[src/rtl/core/lmsanc_pkg.sv]
`timescale 1ns / 1ps

package lmsanc_pkg;

  localparam int unsigned SampleW = 16;
  localparam int unsigned WeightW = 24;
  localparam int unsigned StepW   = 16;
  localparam int unsigned FiltProdW = WeightW + SampleW;
  localparam int unsigned MuErrW  = StepW + 1 + SampleW;
  localparam int unsigned UpdProdW = MuErrW + SampleW;
  localparam int unsigned UpdShift = 24;
  localparam int unsigned AccShift = 22;
  localparam logic [StepW-1:0] StepReset = 16'd328;

  typedef struct packed {
    logic shift_x;
    logic rotate;
  } cell_ctrl_t;

endpackage

[src/rtl/core/lmsanc_cell.sv]
`timescale 1ns / 1ps

module lmsanc_cell (
  input  logic                                clk_i,
  input  logic                                rst_ni,
  input  lmsanc_pkg::cell_ctrl_t              ctrl_i,
  input  logic signed [lmsanc_pkg::SampleW-1:0] x_i,
  input  logic signed [lmsanc_pkg::WeightW-1:0] w_i,
  output logic signed [lmsanc_pkg::SampleW-1:0] x_o,
  output logic signed [lmsanc_pkg::WeightW-1:0] w_o
);

  logic signed [lmsanc_pkg::SampleW-1:0] x_q, x_d;
  logic signed [lmsanc_pkg::WeightW-1:0] w_q, w_d;

  always_comb begin
    x_d = x_q;
    w_d = w_q;
    if (ctrl_i.shift_x) begin
      x_d = x_i;
    end else if (ctrl_i.rotate) begin
      x_d = x_i;
      w_d = w_i;
    end
  end

  always_ff @(posedge clk_i or negedge rst_ni) begin
    if (!rst_ni) begin
      x_q <= '0;
      w_q <= '0;
    end else begin
      x_q <= x_d;
      w_q <= w_d;
    end
  end

  assign x_o = x_q;
  assign w_o = w_q;

endmodule

[src/rtl/core/lms_adaptive_noise_canceller.sv]
`timescale 1ns / 1ps

// Channel  | Direction | Beat fields (lowest bits first)
// s_axis   | in        | reference_sample[15:0], primary_sample[31:16]
// m_axis   | out       | error_sample[15:0], filter_output[31:16]
// cfg      | in        | step_size[15:0], written when cfg_we_i is high
//
// An item takes these steps in order: the delay line shifts, the estimate accumulates
// tap by tap on the shared multiplier, the error is formed, then step times error is
// formed, and the weights are updated tap by tap as they circulate.
// Reset clears the delay line and weights and loads the step size with 328.
// A result waiting on the output stalls the block at the error cycle only.

module lms_adaptive_noise_canceller #(
  parameter int unsigned TAPS = 5
) (
  input  logic        clk_i,
  input  logic        rst_ni,
  input  logic        s_axis_tvalid_i,
  output logic        s_axis_tready_o,
  input  logic [31:0] s_axis_tdata_i,  // reference_sample, primary_sample
  output logic        m_axis_tvalid_o,
  input  logic        m_axis_tready_i,
  output logic [31:0] m_axis_tdata_o,  // error_sample, filter_output
  input  logic        cfg_we_i,
  input  logic [15:0] cfg_wdata_i
);

  localparam int unsigned SW = lmsanc_pkg::SampleW;
  localparam int unsigned WW = lmsanc_pkg::WeightW;
  localparam int unsigned AccW = lmsanc_pkg::FiltProdW + $clog2(TAPS);
  localparam int unsigned CntW = (TAPS > 1) ? $clog2(TAPS) : 1;
  localparam int unsigned UpdW = lmsanc_pkg::UpdProdW - lmsanc_pkg::UpdShift;

  localparam logic [2:0] StIdle = 3'd0;
  localparam logic [2:0] StFilt = 3'd1;
  localparam logic [2:0] StErr  = 3'd2;
  localparam logic [2:0] StMue  = 3'd3;
  localparam logic [2:0] StUpd  = 3'd4;

  logic [2:0] state_q, state_d;
  logic [CntW-1:0] cnt_q, cnt_d;
  logic [lmsanc_pkg::StepW-1:0] step_q;
  logic signed [AccW-1:0] acc_q, acc_d;
  logic signed [SW-1:0] prim_q;
  logic signed [SW-1:0] err_q, err_d;
  logic signed [SW-1:0] y_d;
  logic signed [lmsanc_pkg::MuErrW-1:0] mue_q;
  logic [31:0] out_data_q;
  logic out_valid_q, out_valid_d;
  logic load_out;

  logic signed [SW-1:0] x_arr [TAPS];
  logic signed [WW-1:0] w_arr [TAPS];
  logic signed [SW-1:0] x_in [TAPS];
  logic signed [WW-1:0] w_in [TAPS];
  lmsanc_pkg::cell_ctrl_t ctrl;

  logic signed [SW-1:0] x_last;
  logic signed [WW-1:0] w_last;
  logic signed [lmsanc_pkg::FiltProdW-1:0] prod_f;
  logic signed [lmsanc_pkg::UpdProdW-1:0] prod_u;
  logic signed [WW+1:0] w_sum;
  logic signed [WW-1:0] w_new;
  logic signed [SW:0] e_wide;

  logic s_acc;
  assign s_acc = s_axis_tvalid_i && s_axis_tready_o;
  assign s_axis_tready_o = (state_q == StIdle);

  assign x_last = x_arr[TAPS-1];
  assign w_last = w_arr[TAPS-1];
  assign prod_f = w_last * x_last;
  assign prod_u = mue_q * x_last;
  assign w_sum = (WW+2)'(w_last) + (WW+2)'($signed(prod_u[lmsanc_pkg::UpdProdW-1 -: UpdW]));

  always_comb begin
    if (w_sum[WW+1:WW-1] == 3'b000 || w_sum[WW+1:WW-1] == 3'b111) begin
      w_new = w_sum[WW-1:0];
    end else if (w_sum[WW+1]) begin
      w_new = {1'b1, {(WW-1){1'b0}}};
    end else begin
      w_new = {1'b0, {(WW-1){1'b1}}};
    end
  end

  assign ctrl.shift_x = s_acc;
  assign ctrl.rotate  = (state_q == StFilt) || (state_q == StUpd);

  always_comb begin
    x_in[0] = s_acc ? $signed(s_axis_tdata_i[SW-1:0]) : x_last;
    w_in[0] = (state_q == StUpd) ? w_new : w_last;
    for (int k = 1; k < TAPS; k++) begin
      x_in[k] = x_arr[k-1];
      w_in[k] = w_arr[k-1];
    end
  end

  for (genvar g = 0; g < TAPS; g++) begin : g_cell
    lmsanc_cell u_cell (
      .clk_i  (clk_i),
      .rst_ni (rst_ni),
      .ctrl_i (ctrl),
      .x_i    (x_in[g]),
      .w_i    (w_in[g]),
      .x_o    (x_arr[g]),
      .w_o    (w_arr[g])
    );
  end

  always_comb begin
    logic [AccW-lmsanc_pkg::AccShift-SW:0] hi;
    hi = acc_q[AccW-1:lmsanc_pkg::AccShift+SW-1];
    if ((&hi) || !(|hi)) begin
      y_d = acc_q[lmsanc_pkg::AccShift +: SW];
    end else if (acc_q[AccW-1]) begin
      y_d = {1'b1, {(SW-1){1'b0}}};
    end else begin
      y_d = {1'b0, {(SW-1){1'b1}}};
    end
    e_wide = (SW+1)'(prim_q) - (SW+1)'(y_d);
    if (e_wide[SW] == e_wide[SW-1]) begin
      err_d = e_wide[SW-1:0];
    end else if (e_wide[SW]) begin
      err_d = {1'b1, {(SW-1){1'b0}}};
    end else begin
      err_d = {1'b0, {(SW-1){1'b1}}};
    end
  end

  always_comb begin
    state_d = state_q;
    cnt_d = cnt_q;
    acc_d = acc_q;
    load_out = 1'b0;
    out_valid_d = out_valid_q && !m_axis_tready_i;
    unique case (state_q)
      StIdle: begin
        if (s_acc) begin
          state_d = StFilt;
          cnt_d = '0;
          acc_d = '0;
        end
      end
      StFilt: begin
        acc_d = acc_q + AccW'(prod_f);
        if (cnt_q == CntW'(TAPS-1)) begin
          state_d = StErr;
          cnt_d = '0;
        end else begin
          cnt_d = cnt_q + CntW'(1);
        end
      end
      StErr: begin
        if (!out_valid_q || m_axis_tready_i) begin
          load_out = 1'b1;
          out_valid_d = 1'b1;
          state_d = StMue;
        end
      end
      StMue: begin
        state_d = StUpd;
      end
      StUpd: begin
        if (cnt_q == CntW'(TAPS-1)) begin
          state_d = StIdle;
          cnt_d = '0;
        end else begin
          cnt_d = cnt_q + CntW'(1);
        end
      end
      default: begin
        state_d = StIdle;
      end
    endcase
  end

  always_ff @(posedge clk_i or negedge rst_ni) begin
    if (!rst_ni) begin
      state_q <= StIdle;
      cnt_q <= '0;
      out_valid_q <= 1'b0;
      step_q <= lmsanc_pkg::StepReset;
    end else begin
      state_q <= state_d;
      cnt_q <= cnt_d;
      out_valid_q <= out_valid_d;
      if (cfg_we_i) begin
        step_q <= cfg_wdata_i;
      end
    end
  end

  always_ff @(posedge clk_i) begin
    acc_q <= acc_d;
    if (s_acc) begin
      prim_q <= $signed(s_axis_tdata_i[2*SW-1:SW]);
    end
    if (load_out) begin
      err_q <= err_d;
      out_data_q <= {y_d, err_d};
    end
    if (state_q == StMue) begin
      mue_q <= $signed({1'b0, step_q}) * err_q;
    end
  end

  assign m_axis_tvalid_o = out_valid_q;
  assign m_axis_tdata_o = out_data_q;

endmodule

[config.mk]
export PLATFORM = sky130hd
export DESIGN_NAME = lms_adaptive_noise_canceller
export DESIGN_NICKNAME = d
export VERILOG_FILES = /design/src/rtl/core/lmsanc_pkg.sv /design/src/rtl/core/lmsanc_cell.sv /design/src/rtl/core/lms_adaptive_noise_canceller.sv
export SDC_FILE = /design/constraint.sdc
export NUM_CORES = 2
export LEC_CHECK = 0
export ABC_AREA = 1
export BUFFER_PORTS_ARGS = -buffer_cell sky130_fd_sc_hd__buf_4
export CAP_MARGIN = 40
export CORE_ASPECT_RATIO = 1.75
export CORE_UTILIZATION = 35
export DETAILED_ROUTE_END_ITERATION = 8
export PLACE_DENSITY_LB_ADDON = 0.1
export SLEW_MARGIN = 15
export SYNTH_ARGS = -nofsm -noshare
export SYNTH_HDL_FRONTEND = slang
export SYNTH_SLANG_ARGS = --single-unit
[constraint.sdc]
create_clock -name clk_i -period 7.1 [get_ports clk_i]
set_clock_uncertainty 0.15 [all_clocks]
set_input_delay 0.355 -clock clk_i [delete_from_list [all_inputs] [get_ports clk_i]]
set_output_delay 0.355 -clock clk_i [all_outputs]
set_load 0.005 [all_outputs]
==> results.toml <==
[run_status]
status = "finished with violations"
violations = "negative setup slack"

[flow_run]
drv_cap = 0

[setup_path]
startpoint_type = "register"
cp.arrival_ns = 8.08
endpoint_kind = "register"
crit_path_frequent_cell = "nand2_1"
critPathRequiredTime_ns = 7.42
cp_max_fo = 8
cp_slowest_stage_delay_ns = 0.55
cpMaxStageDelayCell = "fa_1"
worstSetupPathType = "register to register"

[cts]
clk_pin_slew_ns = 0.07
root_buffer = "clkbuf_16"
cts_max_path_buffers = 3
cts_sinks = 347
tritoncts = "yes"
ctsHtreeMaxLevel = 2
worstSkewPairLatency_ns = 0.61
cts_buffers = 38

[route]
drt_wl_total_um = 201000
via_per_inst = 4.72
drc = 0
drtIter0Drc = 2177
drt-pass1-iter-count = 5
num_vias = 48100
antenna_left = 0
wl_per_cell_um = 19.7

[synth]
synth_top_family_by_area = "adder cells"
synth_compound_area_frac = 0.0560
synth-edff-count = 124
synthXorXnorAreaFrac = 0.0151
synthAdderAreaFrac = 0.462
yosysWarnings = 0
syn_area_sq_um = 59600
syn-num-nets = 8981
ys_seq_area_frac = 0.156
synth_cells = 7402
async_flop_share = 0.643
synthSimpleGateAreaFrac = 0.165
synthMuxAreaShare = 0.000567
avgSynthCellArea_sq_um = 8.05
synthFlopType = "dfrtp_1"
synth-seq-cells = 347
ys_types = 51

[sta]
tightest_slew_ns = 0.956
setup_violations = 24
rsz0062_at_grt = "yes"
maxSlewViolCount = 0
fin_crit_ns = 7.76
whs_ns = 0.0206
hold_viol_final = 0
setup_ws_ns = -0.655
max_freq_mhz = 129
relSlewSlack = 0.363
fin_crit_sh = 1.09

[place]
place_hpwl_um = 169000
globalplace.congestion = 0.892
portBuffers = 86
post-place-cells = 9998

[finish]
multi_input_area_sq_um = 43700
nets = 9515
fillers = 17200
area_delta_synth_final_pct = 20.4
seq_area_sq_um = 9340
final_cell_count_no_fill = 10200
drive_above_1_share = 0.156

[floorplanning]
start_util = 0.352
core_area_sq_um = 169000
die_h_um = 548
die_area_sq_um = 172000
io_pins = 87
die_w_um = 314
rows = 200

[global_routing]
grt_pass1_wl_um = 307000
antenna_found_initial = 7
overflow = 0
grt_max_degree = 149
first_global_vias = 53100
grt_util_all_layers = 0.237

[min_path]
hold_path.class = "primary input to register"
[metal layers]
metal  track usage  up-vias  routed length (um)
li1              -    22500                   -
met1         0.249    24400               71800
met2         0.479      850              115000
met3        0.0103      343                4090
met4        0.0977        0                9480
met5             0        -                   0
[metrics by stage]
step                      TNS (ns)  area (sq um)  utilization  setup slack, ns
final                       -14.69         71800        0.424           -0.655
after global routing        -22.24         71800        0.424           -0.955
after CTS                   -16.51         70300        0.415           -0.724
after detailed placement    -26.14         67200        0.397            -1.11
after global placement      -25.84         67100        0.396            -1.08
after floorplan                  0         59700            -         0.000395
[logic make-up after synthesis]
kind of cell	count (synthesis)
xor gates and xnor gates	103
DFF	347
muxes	3
buffers and inverters	2299
AOI/OAI and AO/OA	612
and+or+nand+nor	2512
adders and majority gates	1526
[layout make-up]
type,instances,area share
clock buffer,50,0.0147
inverter,1974,0.103
antenna,7,0.000244
timing repair buffer,819,0.103
sequential,347,0.130
tap,2222,0.0387
multi-input combinational,4756,0.608
clock inverter,17,0.00209
[critical path, delay by kind of cell, from the launching register on]
family	cells	cell delay (ns)
AO/OA/AOI/OAI	5	0.75
XOR/XNOR	1	0.36
adder cells (fa/ha/maj)	8	3.38
buffers and inverters	13	1.45
flip-flops	1	0.46
AND/OR/NAND/NOR	14	1.08
[registers in the layout (all words and copies together), names as in the netlist]
signal / count
g_cell.u_cell.w_o: 120
acc_q: 43
prim_q: 16
m_axis_tdata_o: 17
cnt_q: 3
mue_q: 33
m_axis_tvalid_o: 1
g_cell.u_cell.x_o: 80
state_q: 3
err_q: 15
step_q: 16
[cells in the mapped netlist (4+ instances only)]
library cell / number / area, sq um
a31oi_1: 30 / 188
nand2_1: 2041 / 7660
nor2_1: 277 / 1040
xor2_1: 71 / 622
buf_4: 4 / 30.0
nand2_2: 9 / 56.3
o22ai_1: 16 / 100
o21a_1: 14 / 105
a21o_1: 18 / 135
a21boi_0: 11 / 82.6
nand3b_1: 4 / 30.0
clkbuf_1: 274 / 1030
fa_1: 1125 / 22500
o21ai_1: 5 / 25.0
nand4_1: 32 / 200
a21oi_1: 207 / 1040
o21ai_0: 276 / 1380
inv_2: 5 / 18.8
dfrtp_1: 220 / 5510
inv_1: 1969 / 7390
edfxtp_1: 124 / 3720
buf_2: 18 / 90.1
nand3_1: 85 / 425
o21bai_1: 18 / 135
or2_2: 11 / 68.8
nor4_1: 12 / 75.1
ha_1: 401 / 5020
buf_1: 27 / 101
nand3_2: 5 / 50.1
nor2_2: 6 / 37.5
xnor2_1: 32 / 280
nor3_1: 25 / 125
[what timing repair did]
action                                 CTS  global route
setup endpoints to repair               29            36
hold buffers                            59             0
endpoints found under the hold margin  118             0
gates resized for setup                209           288
gates cloned                             2             4
pin swaps                               59           126
buffers inserted                        32            27
[layout by cell type, fill, tap and decap left out, types with 16 or more instances in the layout]
cell           Yosys  routed
o21ai_1            5      28
xor2_1            71      57
nand2_1         2041    1956
fa_2               0      27
nor2_2             6      37
ha_4               0      55
buf_12             0      63
nand3_1           85      73
nand2_2            9      77
dlygate4sd3_1      0      59
nor2_4             1      26
nand2_4            0      17
buf_6              2      20
inv_2              5      30
a21o_1            18      18
xnor2_1           32      31
dfrtp_1          220     205
nand4_1           32      32
edfxtp_1         124     124
a21oi_1          207     158
nor2_1           277     221
clkbuf_16          0      43
a31oi_1           30      29
inv_1           1969    1942
o22ai_1           16      16
buf_4              4     662
a21oi_2            1      42
o21ai_0          276     246
ha_1             401     345
fa_1            1125    1098
[worst paths after layout]
path / startpoint / endpoint / slack [ns] / cells after the start
worst max-delay path: g_cell[4].u_cell.x_o[4] / g_cell[0].u_cell.w_o[17] / -0.66 / 41
worst min-delay path: cfg_we_i / step_q[8] / 0.02 / 2
worst max register to register: g_cell[4].u_cell.x_o[4] / g_cell[0].u_cell.w_o[17] / -0.66 / 41
worst min register to register: g_cell[0].u_cell.x_o[4] / g_cell[1].u_cell.x_o[4] / 0.31 / 2
max in group asynchronous: rst_ni / g_cell[0].u_cell.w_o[15] / 5.24 / 3
min in group asynchronous: rst_ni / step_q[15] / 0.21 / 2
Power is not shown: default switching activity piles up to over one toggle a cycle in this logic, so the estimate is an artifact.
